<file path="src/design/lfps_pkg.sv">
`timescale 1ns / 1ps
// ----------------------------------------------------------------------------
// lfps_pkg
// Shared types, widths and codes for the line follower PID steering block.
// ----------------------------------------------------------------------------
package lfps_pkg;

   // integral accumulator width
   localparam int INTEGRAL_BITS = 16;

   // working widths derived from the integral width
   localparam int SUM_W = ((INTEGRAL_BITS > 9) ? INTEGRAL_BITS : 9) + 1;
   localparam int PID_W = ((INTEGRAL_BITS > 14) ? INTEGRAL_BITS : 14) + 6;
   localparam int SPD_W = PID_W + 1;

   // integral saturation limits at the widened sum width
   localparam logic signed [SUM_W-1:0] SUM_MAX =
      {{(SUM_W-INTEGRAL_BITS+1){1'b0}}, {(INTEGRAL_BITS-1){1'b1}}};
   localparam logic signed [SUM_W-1:0] SUM_MIN = ~SUM_MAX;

   // configuration port
   localparam int CSR_IDX_W  = 3;
   localparam int CSR_DATA_W = 10;

   localparam logic [CSR_IDX_W-1:0] REG_PROP_GAIN     = 3'd0;
   localparam logic [CSR_IDX_W-1:0] REG_INTEG_GAIN    = 3'd1;
   localparam logic [CSR_IDX_W-1:0] REG_DERIV_GAIN    = 3'd2;
   localparam logic [CSR_IDX_W-1:0] REG_BASE_SPEED    = 3'd3;
   localparam logic [CSR_IDX_W-1:0] REG_INNER_BAND    = 3'd4;
   localparam logic [CSR_IDX_W-1:0] REG_OUTER_BAND    = 3'd5;
   localparam logic [CSR_IDX_W-1:0] REG_STRAIGHT_BAND = 3'd6;
   localparam logic [CSR_IDX_W-1:0] REG_SPEED_CEILING = 3'd7;

   // register reset values
   localparam logic [3:0] RST_PROP_GAIN     = 4'd2;
   localparam logic [3:0] RST_INTEG_GAIN    = 4'd0;
   localparam logic [3:0] RST_DERIV_GAIN    = 4'd4;
   localparam logic [7:0] RST_BASE_SPEED    = 8'd90;
   localparam logic [9:0] RST_INNER_BAND    = 10'd70;
   localparam logic [9:0] RST_OUTER_BAND    = 10'd130;
   localparam logic [9:0] RST_STRAIGHT_BAND = 10'd20;
   localparam logic [7:0] RST_SPEED_CEILING = 8'd250;

   // wheel direction codes
   localparam logic [3:0] DIR_STOP       = 4'h0;
   localparam logic [3:0] DIR_SOFT_LEFT  = 4'h4;
   localparam logic [3:0] DIR_SPIN_LEFT  = 4'h5;
   localparam logic [3:0] DIR_FORWARD    = 4'h6;
   localparam logic [3:0] DIR_SPIN_RIGHT = 4'hA;

   // sensor pattern thresholds
   localparam logic [7:0] CENTER_SEEN = 8'd20;
   localparam logic [7:0] DARK_LEVEL  = 8'd100;
   localparam logic [7:0] DEEP_LEVEL  = 8'd130;

   typedef struct packed {
      logic [3:0] prop_gain;
      logic [3:0] integ_gain;
      logic [3:0] deriv_gain;
      logic [7:0] base_speed;
      logic [9:0] inner_band;
      logic [9:0] outer_band;
      logic [9:0] straight_band;
      logic [7:0] speed_ceiling;
   } cfg_type;

   typedef struct packed {
      logic [7:0] left_sample;
      logic [7:0] center_sample;
      logic [7:0] right_sample;
   } req_type;

   typedef struct packed {
      logic [3:0] wheel_direction;
      logic [7:0] left_speed;
      logic [7:0] right_speed;
      logic       dwell;
   } rsp_type;

   // controller memory between samples
   typedef struct packed {
      logic signed [INTEGRAL_BITS-1:0] error_sum;
      logic signed [8:0]               last_error;
   } pid_state_type;

   // steering memory between samples
   typedef struct packed {
      logic [7:0] held_left_speed;
      logic [7:0] held_right_speed;
      logic [3:0] held_direction;
   } steer_state_type;

endpackage

</file>
<file path="src/design/lfps_csr.sv">
`timescale 1ns / 1ps
// ----------------------------------------------------------------------------
// lfps_csr
// Configuration register file: gains, base speed, band edges and ceiling.
// ----------------------------------------------------------------------------
module lfps_csr (
   input  logic                           clock,
   input  logic                           reset,
   input  logic                           csr_valid,
   output logic                           csr_ready,
   input  logic [lfps_pkg::CSR_IDX_W-1:0]  csr_index,
   input  logic [lfps_pkg::CSR_DATA_W-1:0] csr_data,
   output lfps_pkg::cfg_type               cfg
);

   lfps_pkg::cfg_type cfg_ff;
   lfps_pkg::cfg_type cfg_in;

   // writes are always taken
   assign csr_ready = 1'b1;
   assign cfg       = cfg_ff;

   // register decode
   always_comb begin
      cfg_in = cfg_ff;
      if (csr_valid) begin
         case (csr_index)
            lfps_pkg::REG_PROP_GAIN:     cfg_in.prop_gain     = csr_data[3:0];
            lfps_pkg::REG_INTEG_GAIN:    cfg_in.integ_gain    = csr_data[3:0];
            lfps_pkg::REG_DERIV_GAIN:    cfg_in.deriv_gain    = csr_data[3:0];
            lfps_pkg::REG_BASE_SPEED:    cfg_in.base_speed    = csr_data[7:0];
            lfps_pkg::REG_INNER_BAND:    cfg_in.inner_band    = csr_data[9:0];
            lfps_pkg::REG_OUTER_BAND:    cfg_in.outer_band    = csr_data[9:0];
            lfps_pkg::REG_STRAIGHT_BAND: cfg_in.straight_band = csr_data[9:0];
            lfps_pkg::REG_SPEED_CEILING: cfg_in.speed_ceiling = csr_data[7:0];
            default:                     cfg_in = cfg_ff;
         endcase
      end
   end

   always_ff @(posedge clock) begin
      if (reset) begin
         cfg_ff.prop_gain     <= lfps_pkg::RST_PROP_GAIN;
         cfg_ff.integ_gain    <= lfps_pkg::RST_INTEG_GAIN;
         cfg_ff.deriv_gain    <= lfps_pkg::RST_DERIV_GAIN;
         cfg_ff.base_speed    <= lfps_pkg::RST_BASE_SPEED;
         cfg_ff.inner_band    <= lfps_pkg::RST_INNER_BAND;
         cfg_ff.outer_band    <= lfps_pkg::RST_OUTER_BAND;
         cfg_ff.straight_band <= lfps_pkg::RST_STRAIGHT_BAND;
         cfg_ff.speed_ceiling <= lfps_pkg::RST_SPEED_CEILING;
      end else begin
         cfg_ff <= cfg_in;
      end
   end

endmodule

</file>
<file path="src/design/lfps_pid.sv">
`timescale 1ns / 1ps
// ----------------------------------------------------------------------------
// lfps_pid
// Line error, saturating integral, derivative and the gain-weighted sum.
// ----------------------------------------------------------------------------
module lfps_pid (
   input  lfps_pkg::req_type                    req,
   input  lfps_pkg::cfg_type                    cfg,
   input  lfps_pkg::pid_state_type              state,
   output lfps_pkg::pid_state_type              state_next,
   output logic signed [lfps_pkg::PID_W-1:0]    pid
);

   logic signed [8:0]                          err;
   logic signed [9:0]                          diff;
   logic signed [lfps_pkg::SUM_W-1:0]          sum_wide;
   logic signed [lfps_pkg::INTEGRAL_BITS-1:0]  sum_sat;
   logic signed [4:0]                          kp_s;
   logic signed [4:0]                          ki_s;
   logic signed [4:0]                          kd_s;
   logic signed [13:0]                         p_prod;
   logic signed [lfps_pkg::INTEGRAL_BITS+4:0]  i_prod;
   logic signed [14:0]                         d_prod;
   logic signed [lfps_pkg::PID_W-1:0]          p_ext;
   logic signed [lfps_pkg::PID_W-1:0]          i_ext;
   logic signed [lfps_pkg::PID_W-1:0]          d_ext;

   // error is left minus right, derivative against the previous error
   assign err  = signed'({1'b0, req.left_sample}) - signed'({1'b0, req.right_sample});
   assign diff = 10'(err) - 10'(state.last_error);

   // integral with saturation at the accumulator limits
   assign sum_wide = lfps_pkg::SUM_W'(state.error_sum) + lfps_pkg::SUM_W'(err);
   always_comb begin
      if (sum_wide > lfps_pkg::SUM_MAX) begin
         sum_sat = lfps_pkg::SUM_MAX[lfps_pkg::INTEGRAL_BITS-1:0];
      end else if (sum_wide < lfps_pkg::SUM_MIN) begin
         sum_sat = lfps_pkg::SUM_MIN[lfps_pkg::INTEGRAL_BITS-1:0];
      end else begin
         sum_sat = sum_wide[lfps_pkg::INTEGRAL_BITS-1:0];
      end
   end

   // three small gain products
   assign kp_s   = signed'({1'b0, cfg.prop_gain});
   assign ki_s   = signed'({1'b0, cfg.integ_gain});
   assign kd_s   = signed'({1'b0, cfg.deriv_gain});
   assign p_prod = kp_s * err;
   assign i_prod = ki_s * sum_sat;
   assign d_prod = kd_s * diff;

   // weighted sum
   assign p_ext = lfps_pkg::PID_W'(p_prod);
   assign i_ext = lfps_pkg::PID_W'(i_prod);
   assign d_ext = lfps_pkg::PID_W'(d_prod);
   assign pid   = p_ext + i_ext + d_ext;

   assign state_next.error_sum  = sum_sat;
   assign state_next.last_error = err;

endmodule

</file>
<file path="src/design/lfps_steer.sv">
`timescale 1ns / 1ps
// ----------------------------------------------------------------------------
// lfps_steer
// Band rules, speed clamp and pattern overrides that give the wheel command.
// ----------------------------------------------------------------------------
module lfps_steer (
   input  lfps_pkg::req_type                  req,
   input  lfps_pkg::cfg_type                  cfg,
   input  logic signed [lfps_pkg::PID_W-1:0]  pid,
   input  lfps_pkg::steer_state_type          state,
   output lfps_pkg::steer_state_type          state_next,
   output lfps_pkg::rsp_type                  rsp
);

   logic signed [lfps_pkg::PID_W-1:0] in_b;
   logic signed [lfps_pkg::PID_W-1:0] out_b;
   logic signed [lfps_pkg::PID_W-1:0] st_b;
   logic signed [lfps_pkg::SPD_W-1:0] s_x;
   logic signed [lfps_pkg::SPD_W-1:0] pid_x;
   logic signed [lfps_pkg::SPD_W-1:0] s_plus;
   logic signed [lfps_pkg::SPD_W-1:0] s_minus;
   logic signed [lfps_pkg::SPD_W-1:0] lm;
   logic signed [lfps_pkg::SPD_W-1:0] rm;
   logic [3:0]                        dir;
   logic [7:0]                        held_l;
   logic [7:0]                        held_r;

   // clamp a speed to 0..ceiling
   function automatic logic [7:0] clamp_speed(
      input logic signed [lfps_pkg::SPD_W-1:0] v,
      input logic [7:0]                        ceiling
   );
      logic signed [lfps_pkg::SPD_W-1:0] top;
      logic [7:0]                        res;
      top = lfps_pkg::SPD_W'({1'b0, ceiling});
      if (v > top) begin
         res = ceiling;
      end else if (v < 0) begin
         res = 8'd0;
      end else begin
         res = v[7:0];
      end
      return res;
   endfunction

   assign in_b    = lfps_pkg::PID_W'({1'b0, cfg.inner_band});
   assign out_b   = lfps_pkg::PID_W'({1'b0, cfg.outer_band});
   assign st_b    = lfps_pkg::PID_W'({1'b0, cfg.straight_band});
   assign s_x     = lfps_pkg::SPD_W'({1'b0, cfg.base_speed});
   assign pid_x   = lfps_pkg::SPD_W'(pid);
   assign s_plus  = s_x + pid_x;
   assign s_minus = s_x - pid_x;

   // band rules, first match wins; on a band edge the held speeds stay
   always_comb begin
      dir = state.held_direction;
      if (req.center_sample > lfps_pkg::CENTER_SEEN) begin
         dir = lfps_pkg::DIR_FORWARD;
      end
      lm = lfps_pkg::SPD_W'({1'b0, state.held_left_speed});
      rm = lfps_pkg::SPD_W'({1'b0, state.held_right_speed});
      if (pid > -in_b && pid < in_b) begin
         lm = s_minus;
         rm = s_plus;
      end else if (pid > in_b && pid < out_b) begin
         lm = '0;
         rm = s_plus;
      end else if (pid > -out_b && pid < -in_b) begin
         lm = s_minus;
         rm = '0;
      end else if (pid > out_b) begin
         dir = lfps_pkg::DIR_SPIN_LEFT;
         lm  = s_plus;
         rm  = s_plus;
      end else if (pid < -out_b) begin
         dir = lfps_pkg::DIR_SPIN_RIGHT;
         lm  = s_minus;
         rm  = s_minus;
      end
   end

   assign held_l = clamp_speed(lm, cfg.speed_ceiling);
   assign held_r = clamp_speed(rm, cfg.speed_ceiling);

   // pattern overrides drive base speed unclamped
   always_comb begin
      state_next.held_left_speed  = held_l;
      state_next.held_right_speed = held_r;
      state_next.held_direction   = dir;
      rsp.left_speed              = cfg.base_speed;
      rsp.right_speed             = cfg.base_speed;
      rsp.dwell                   = 1'b0;
      if (pid < st_b && pid > -st_b) begin
         state_next.held_direction = lfps_pkg::DIR_FORWARD;
      end else if (req.left_sample > lfps_pkg::DARK_LEVEL
                   && req.center_sample > lfps_pkg::DARK_LEVEL
                   && req.right_sample > lfps_pkg::DARK_LEVEL) begin
         // all black
         state_next.held_direction = lfps_pkg::DIR_FORWARD;
         rsp.dwell                 = 1'b1;
      end else if (req.left_sample < lfps_pkg::DARK_LEVEL
                   && req.center_sample > lfps_pkg::DEEP_LEVEL
                   && req.right_sample > lfps_pkg::DEEP_LEVEL) begin
         // junction to the right of a clear left
         state_next.held_direction = lfps_pkg::DIR_SOFT_LEFT;
         rsp.dwell                 = 1'b1;
      end else if (req.left_sample > lfps_pkg::DEEP_LEVEL
                   && req.center_sample < lfps_pkg::DEEP_LEVEL
                   && req.right_sample > lfps_pkg::DEEP_LEVEL) begin
         // both sides dark with a light center
         state_next.held_direction = lfps_pkg::DIR_SOFT_LEFT;
         rsp.dwell                 = 1'b1;
      end else begin
         rsp.left_speed  = held_l;
         rsp.right_speed = held_r;
      end
      rsp.wheel_direction = state_next.held_direction;
   end

endmodule

</file>
<file path="src/design/line_follow_pid_steering.sv">
`timescale 1ns / 1ps
// ----------------------------------------------------------------------------
// line_follow_pid_steering
// PID line follower steering: sensor samples in, wheel direction and speeds out.
// ----------------------------------------------------------------------------
// a sample is held in the input register, then its result in the result register
// throughput: one sample per cycle while the output is not stalled, set by the single input and result register
// while a result waits, the input register takes one more sample, then stalls
// reset: synchronous; clears integral, last error, held speeds and direction
// (stop), loads register defaults and empties both pipeline registers
module line_follow_pid_steering (
   input  logic                            clock,
   input  logic                            reset,
   input  logic                            req_valid,
   output logic                            req_stall,
   input  lfps_pkg::req_type               req_data,
   output logic                            rsp_valid,
   input  logic                            rsp_stall,
   output lfps_pkg::rsp_type               rsp_data,
   input  logic                            csr_valid,
   output logic                            csr_ready,
   input  logic [lfps_pkg::CSR_IDX_W-1:0]  csr_index,
   input  logic [lfps_pkg::CSR_DATA_W-1:0] csr_data
);

   lfps_pkg::cfg_type                 cfg;
   lfps_pkg::req_type                 in_data_ff;
   logic                              in_valid_ff;
   logic                              in_valid_in;
   logic                              rsp_valid_ff;
   logic                              rsp_valid_in;
   lfps_pkg::rsp_type                 rsp_data_ff;
   lfps_pkg::rsp_type                 rsp_result;
   lfps_pkg::pid_state_type           pid_state_ff;
   lfps_pkg::pid_state_type           pid_state_in;
   lfps_pkg::steer_state_type         steer_state_ff;
   lfps_pkg::steer_state_type         steer_state_in;
   logic signed [lfps_pkg::PID_W-1:0] pid;
   logic                              advance;
   logic                              step;

   lfps_csr u_csr (
      .clock     (clock),
      .reset     (reset),
      .csr_valid (csr_valid),
      .csr_ready (csr_ready),
      .csr_index (csr_index),
      .csr_data  (csr_data),
      .cfg       (cfg)
   );

   lfps_pid u_pid (
      .req        (in_data_ff),
      .cfg        (cfg),
      .state      (pid_state_ff),
      .state_next (pid_state_in),
      .pid        (pid)
   );

   lfps_steer u_steer (
      .req        (in_data_ff),
      .cfg        (cfg),
      .pid        (pid),
      .state      (steer_state_ff),
      .state_next (steer_state_in),
      .rsp        (rsp_result)
   );

   // handshake: result register frees up when empty or taken
   assign advance      = !rsp_valid_ff || !rsp_stall;
   assign step         = in_valid_ff && advance;
   assign req_stall    = in_valid_ff && !advance;
   assign in_valid_in  = req_stall ? in_valid_ff : req_valid;
   assign rsp_valid_in = advance ? in_valid_ff : rsp_valid_ff;
   assign rsp_valid    = rsp_valid_ff;
   assign rsp_data     = rsp_data_ff;

   // pipeline control and controller state
   always_ff @(posedge clock) begin
      if (reset) begin
         in_valid_ff    <= 1'b0;
         rsp_valid_ff   <= 1'b0;
         pid_state_ff   <= '0;
         steer_state_ff <= '0;
      end else begin
         in_valid_ff  <= in_valid_in;
         rsp_valid_ff <= rsp_valid_in;
         if (step) begin
            pid_state_ff   <= pid_state_in;
            steer_state_ff <= steer_state_in;
         end
      end
   end

   // payload registers
   always_ff @(posedge clock) begin
      if (req_valid && !req_stall) begin
         in_data_ff <= req_data;
      end
      if (step) begin
         rsp_data_ff <= rsp_result;
      end
   end

   // a taken result with nothing behind it leaves the output empty
   a_drain: assert property (@(posedge clock) disable iff (reset)
      (rsp_valid && !rsp_stall && !in_valid_ff) |=> !rsp_valid)
      else $error("result register did not drain");

   // controller state moves only when a sample is processed
   a_state_hold: assert property (@(posedge clock) disable iff (reset)
      !step |=> ($stable(pid_state_ff) && $stable(steer_state_ff)))
      else $error("controller state changed without a sample");

   // dwell only comes with forward or soft-left patterns
   a_dwell_dir: assert property (@(posedge clock) disable iff (reset)
      (rsp_valid && rsp_data.dwell) |->
         (rsp_data.wheel_direction == lfps_pkg::DIR_FORWARD
          || rsp_data.wheel_direction == lfps_pkg::DIR_SOFT_LEFT))
      else $error("dwell raised with a wrong direction");

   // a stall on the input side means a result is waiting
   a_stall_cause: assert property (@(posedge clock) disable iff (reset)
      req_stall |-> (rsp_valid && rsp_stall))
      else $error("input stalled with a free result register");

endmodule
</file>
<file path="config.mk">
export PLATFORM = sky130hd
export DESIGN_NAME = line_follow_pid_steering
export DESIGN_NICKNAME = d
export VERILOG_FILES = /design/src/design/lfps_pkg.sv /design/src/design/lfps_csr.sv /design/src/design/lfps_pid.sv /design/src/design/lfps_steer.sv /design/src/design/line_follow_pid_steering.sv
export SDC_FILE = /design/constraint.sdc
export NUM_CORES = 1
export LEC_CHECK = 0
export BUFFER_PORTS_ARGS = -buffer_cell sky130_fd_sc_hd__buf_4
export CELL_PAD_IN_SITES_DETAIL_PLACEMENT = 1
export CELL_PAD_IN_SITES_GLOBAL_PLACEMENT = 2
export CORE_UTILIZATION = 35
export CTS_BUF_LIST = sky130_fd_sc_hd__clkbuf_16
export DETAILED_ROUTE_END_ITERATION = 6
export PLACE_DENSITY = 0.77
export SETUP_SLACK_MARGIN = 0.5
export SYNTH_ARGS = -nofsm -noshare
export SYNTH_HDL_FRONTEND = slang
export SYNTH_SLANG_ARGS = --single-unit
</file>
<file path="constraint.sdc">
create_clock -name clock -period 19.9 [get_ports clock]
set_input_delay 3.98 -clock clock [delete_from_list [all_inputs] [get_ports clock]]
set_output_delay 3.98 -clock clock [all_outputs]
set_load 0.005 [all_outputs]
</file>
==> impl_table.tex <==
\begin{tabular}{lr}
\hline
Metric & Value \\
\hline
\multicolumn{2}{l}{\textbf{STA}} \\
\quad Pin slew with the least headroom to its limit & 1.254 ns \\
\quad Remaining max-slew budget at the tightest pin & 0.1628 \\
\quad Setup skew after layout & around 0.017 ns \\
\quad Sum of negative setup slack & 0 ns \\
\quad Final period utilization & 0.8424 \\
\quad Total of endpoints with negative setup slack in the final report & 0 \\
\quad Final hold violation count & 0 \\
\quad Number of max-slew violations in the final report & 0 \\
\quad Minimum period implied by the final worst setup slack & between 15 and 20 ns \\
\quad Unrepaired setup endpoints after global routing & no \\
\quad Maximum achievable frequency & a little under 60 MHz \\
\multicolumn{2}{l}{\textbf{Placed design}} \\
\quad Inst Count DP & 2932 \\
\quad \# port buffers & 64 \\
\quad HPWL after DPL & roughly 51 mm \\
\quad GP Congestion & around 0.93 \\
\multicolumn{2}{l}{\textbf{Clocking}} \\
\quad TritonCTS clock tree & done \\
\quad Count of cells resized by post-cts repair & 0 \\
\quad Number of buffers created by CTS & 17 \\
\quad H-Tree Level Count & 4 \\
\quad Clock insertion delay at the later pin of the skew report & 0.48 ns \\
\quad Clock slew at the register clock pins of the worst setup and hold paths & approximately 0.08 ns \\
\quad Sink Count & 150 \\
\quad Maximum number of buffers from clock root to sink & 2 \\
\quad Post-CTS setup buffer count & 0 \\
\quad Root buffer cell & sky130\_fd\_sc\_hd\_\_clkbuf\_16 \\
\quad Count of hold-fix buffers inserted at cts & 0 \\
\multicolumn{2}{l}{\textbf{Worst hold path}} \\
\quad Class of the most critical hold timing path & flip-flop to flip-flop \\
\quad Worst hold path depth & 2 \\
\multicolumn{2}{l}{\textbf{Synth}} \\
\quad Prevailing post-synth register cell & sky130\_fd\_sc\_hd\_\_dfxtp\_1 \\
\quad Post-synthesis instance total & 2232 \\
\quad Summed instance area of the synthesized netlist & approximately 0.019 mm\^{}2 \\
\quad YS warnings & 0 \\
\quad Number of synthesized flops with an enable pin & 45 \\
\quad Synth unique cells & 108 \\
\quad Synthesized area divided by synthesized cell count & between 8 and 9 um\^{}2 \\
\quad Portion of the post-synthesis area used by sequential elements & 0.1824 \\
\quad Share of flip-flops with an asynchronous set or reset after synthesis & 0 \\
\quad Nets in the synthesized netlist & 2662 \\
\quad Total of flip-flops plus latches after synthesis & 150 \\
\multicolumn{2}{l}{\textbf{Drt}} \\
\quad Via total after detailed routing & roughly 16k \\
\quad Detailed Route WL & $\sim$63 mm \\
\quad Per-cell via count in the routed design & between 5 and 6 \\
\quad Average routed wire per standard cell & around 21 um \\
\quad Number of DRC markers in iteration 0 & around 760 \\
\quad DRT antenna net count & 0 \\
\quad Post-detailed-route DRC marker count & 0 \\
\quad Detailed Routing Iterations Pass 1 & 5 \\
\multicolumn{2}{l}{\textbf{Layout}} \\
\quad Post-Route Utilization & 0.3904 \\
\quad Number of antenna cells inserted & 0 \\
\quad Share of post-route cells with drive strength above 1 & 0.07821 \\
\quad Area Growth Syn to Fin & 9.219\% \\
\quad Final-stage net count & 2693 \\
\quad Final instance count without filler cells & roughly 3.0k \\
\quad Fillers & roughly 6.3k \\
\multicolumn{2}{l}{\textbf{Global route}} \\
\quad Largest net degree at the start of global routing & 57 \\
\quad Global Route Usage Sum & 0.2370 \\
\quad Via count of the first global-routing pass & 17.39k \\
\quad First-pass GRT wire length & between 90 and 100 mm \\
\quad Total congestion overflow after global routing & 0 \\
\quad Initial antenna violation count & 0 \\
\multicolumn{2}{l}{\textbf{Floorplanning}} \\
\quad Core area & roughly 0.053 mm\^{}2 \\
\quad Row cnt & 84 \\
\quad Die Y-Extent & roughly 230 um \\
\quad Boundary Pins & 66 \\
\quad Starting density of the core & 0.3574 \\
\quad Die Footprint & around 0.055 mm\^{}2 \\
\quad Die boundary width & between 200 and 250 um \\
\multicolumn{2}{l}{\textbf{Setup path}} \\
\quad Crit path arrival time & between 15 and 20 ns \\
\quad Critical path's slowest cell & sky130\_fd\_sc\_hd\_\_o21ai\_0 \\
\quad Setup slack on the worst flop-to-flop path & around 3.1 ns \\
\quad Number of cells on the worst reg-to-reg path & 66 \\
\quad Category of the worst setup path launch point & flip-flop \\
\quad Cell repeated most along the worst path & sky130\_fd\_sc\_hd\_\_inv\_1 \\
\quad CP required & $\sim$20 ns \\
\quad CP max stage delay & about 0.69 ns \\
\quad Peak fanout along the critical path & 14 \\
\quad Critical path class & flip-flop to flip-flop \\
\quad Type of element capturing the critical path & flip-flop \\
\multicolumn{2}{l}{\textbf{Run}} \\
\quad Max Cap Violations & 0 \\
\multicolumn{2}{l}{\textbf{Run status}} \\
\quad Result of the run & finished clean \\
\hline
\end{tabular}
-- synthesized netlist by cell type (all sizes together) (22+ instances only) --
cell | instances | area [um^2]
inv | 327 | 1227
nand2 | 246 | 928.4
ha | 234 | 2928
nor2 | 169 | 644.4
fa | 154 | 3083
a21oi | 131 | 666.9
dfxtp | 105 | 2102
o21ai | 76 | 387.9
xnor2 | 61 | 541.8
nor3 | 47 | 235.2
and2 | 46 | 287.8
clkbuf | 45 | 168.9
edfxtp | 45 | 1351
nand3 | 40 | 215.2
mux2i | 36 | 360.4
a21o | 31 | 232.7
nor2b | 31 | 201.4
o211ai | 29 | 227.7
nand4 | 27 | 168.9
o21a | 23 | 172.7
a211oi | 22 | 192.7
buf | 22 | 130.1
-- worst paths after layout --
| kind | start | to |
|---|---|---|
| worst max-delay path | in_data_ff[16] | rsp_data[7] |
| worst min-delay path | pid_state_ff[7] | pid_state_ff[7] |
| worst max register to register | in_data_ff[16] | rsp_data[7] |
| worst min register to register | pid_state_ff[7] | pid_state_ff[7] |
-- layout by cell type, fill, tap and decap left out, types with 9 or more instances in the layout --
| master | instances |
|---|---|
| sky130_fd_sc_hd__a211oi_1 | 18 |
| sky130_fd_sc_hd__edfxtp_1 | 45 |
| sky130_fd_sc_hd__nor2b_1 | 29 |
| sky130_fd_sc_hd__a21o_1 | 31 |
| sky130_fd_sc_hd__fa_1 | 154 |
| sky130_fd_sc_hd__and2_1 | 44 |
| sky130_fd_sc_hd__mux2i_1 | 36 |
| sky130_fd_sc_hd__xnor2_1 | 60 |
| sky130_fd_sc_hd__o21ai_1 | 14 |
| sky130_fd_sc_hd__a211o_1 | 10 |
| sky130_fd_sc_hd__nor3b_1 | 9 |
| sky130_fd_sc_hd__nand2_1 | 244 |
| sky130_fd_sc_hd__nor4_1 | 11 |
| sky130_fd_sc_hd__nand2b_1 | 20 |
| sky130_fd_sc_hd__ha_1 | 234 |
| sky130_fd_sc_hd__inv_1 | 325 |
| sky130_fd_sc_hd__nand3_1 | 37 |
| sky130_fd_sc_hd__o31ai_1 | 9 |
| sky130_fd_sc_hd__nor2_1 | 166 |
| sky130_fd_sc_hd__dfxtp_1 | 105 |
| sky130_fd_sc_hd__clkbuf_16 | 18 |
| sky130_fd_sc_hd__o21ai_0 | 60 |
| sky130_fd_sc_hd__a21oi_1 | 127 |
| sky130_fd_sc_hd__o21a_1 | 23 |
| sky130_fd_sc_hd__buf_4 | 79 |
| sky130_fd_sc_hd__o211ai_1 | 27 |
| sky130_fd_sc_hd__nor3_1 | 47 |
| sky130_fd_sc_hd__o21bai_1 | 19 |
| sky130_fd_sc_hd__xor2_1 | 20 |
| sky130_fd_sc_hd__and3_1 | 19 |
| sky130_fd_sc_hd__nand4_1 | 27 |
| sky130_fd_sc_hd__or3_1 | 11 |
| sky130_fd_sc_hd__a31oi_1 | 10 |
-- registers in the layout (all words and copies together), names as in the netlist --
name and cells:
in_data_ff 24, steer_state_ff 20, in_valid_ff 1, pid_state_ff 25, u_csr.cfg 58, rsp_data 21
rsp_valid 1
-- kinds of logic (layout without fill, tap and decap cells) --
logic type / count (synthesis) / in the layout / share of synthesized area
DFF: 150 / 150 / 0.1824
other: 1 / 1 / 0.0001981
buffers and inverters: 395 / 439 / 0.08082
muxes: 43 / 43 / 0.02320
AOI/OAI and AO/OA: 455 / 455 / 0.1693
xor gates and xnor gates: 81 / 81 / 0.03787
and+or+nand+nor: 716 / 716 / 0.1872
adders and majority gates: 391 / 391 / 0.3191
-- per-layer routing --
layer	part of all wire	global-route usage	vias up
met5	0	0	-
met4	0.023	0.07238	0
met3	0.040	0.03488	83
met2	0.47	0.3925	303
met1	0.47	0.3169	8161
li1	-	-	7680
-- cell type report --
| cell class | count | area (um^2) | area share |
|---|---|---|---|
| inverters | 328 | 1231 | 0.05954 |
| well taps | 688 | 860.8 | 0.04163 |
| multi-input cells | 1687 | 13960 | 0.6750 |
| clock inverters | 14 | 131.4 | 0.006353 |
| clock buffers | 18 | 450.4 | 0.02178 |
| flip-flops and latches | 150 | 3453 | 0.1670 |
| repair buffers | 79 | 593.1 | 0.02868 |
-- per-stage QoR --
stage	hold slack (ns)	instance area (um^2)	worst slack [ns]
floorplan	0.4199	18930	5.519
global placement	0.4428	20100	3.938
detailed placement	0.4524	20100	3.326
CTS	0.4624	20680	3.278
global route	0.4793	20680	2.037
finish	0.4600	20680	3.135
-- critical path, delay by kind of cell, from the launching register on --
kind,cells,cell delay (ns)
DFF,1,0.42
xor gates and xnor gates,1,0.43
adders and majority gates,13,4.91
buffers and inverters,9,1.04
and+or+nand+nor,18,3.31
AOI/OAI and AO/OA,25,6.36
Power is left out: the tool's default activity adds up to more than one toggle a clock period on the data nets, which glitch-free logic cannot reach.
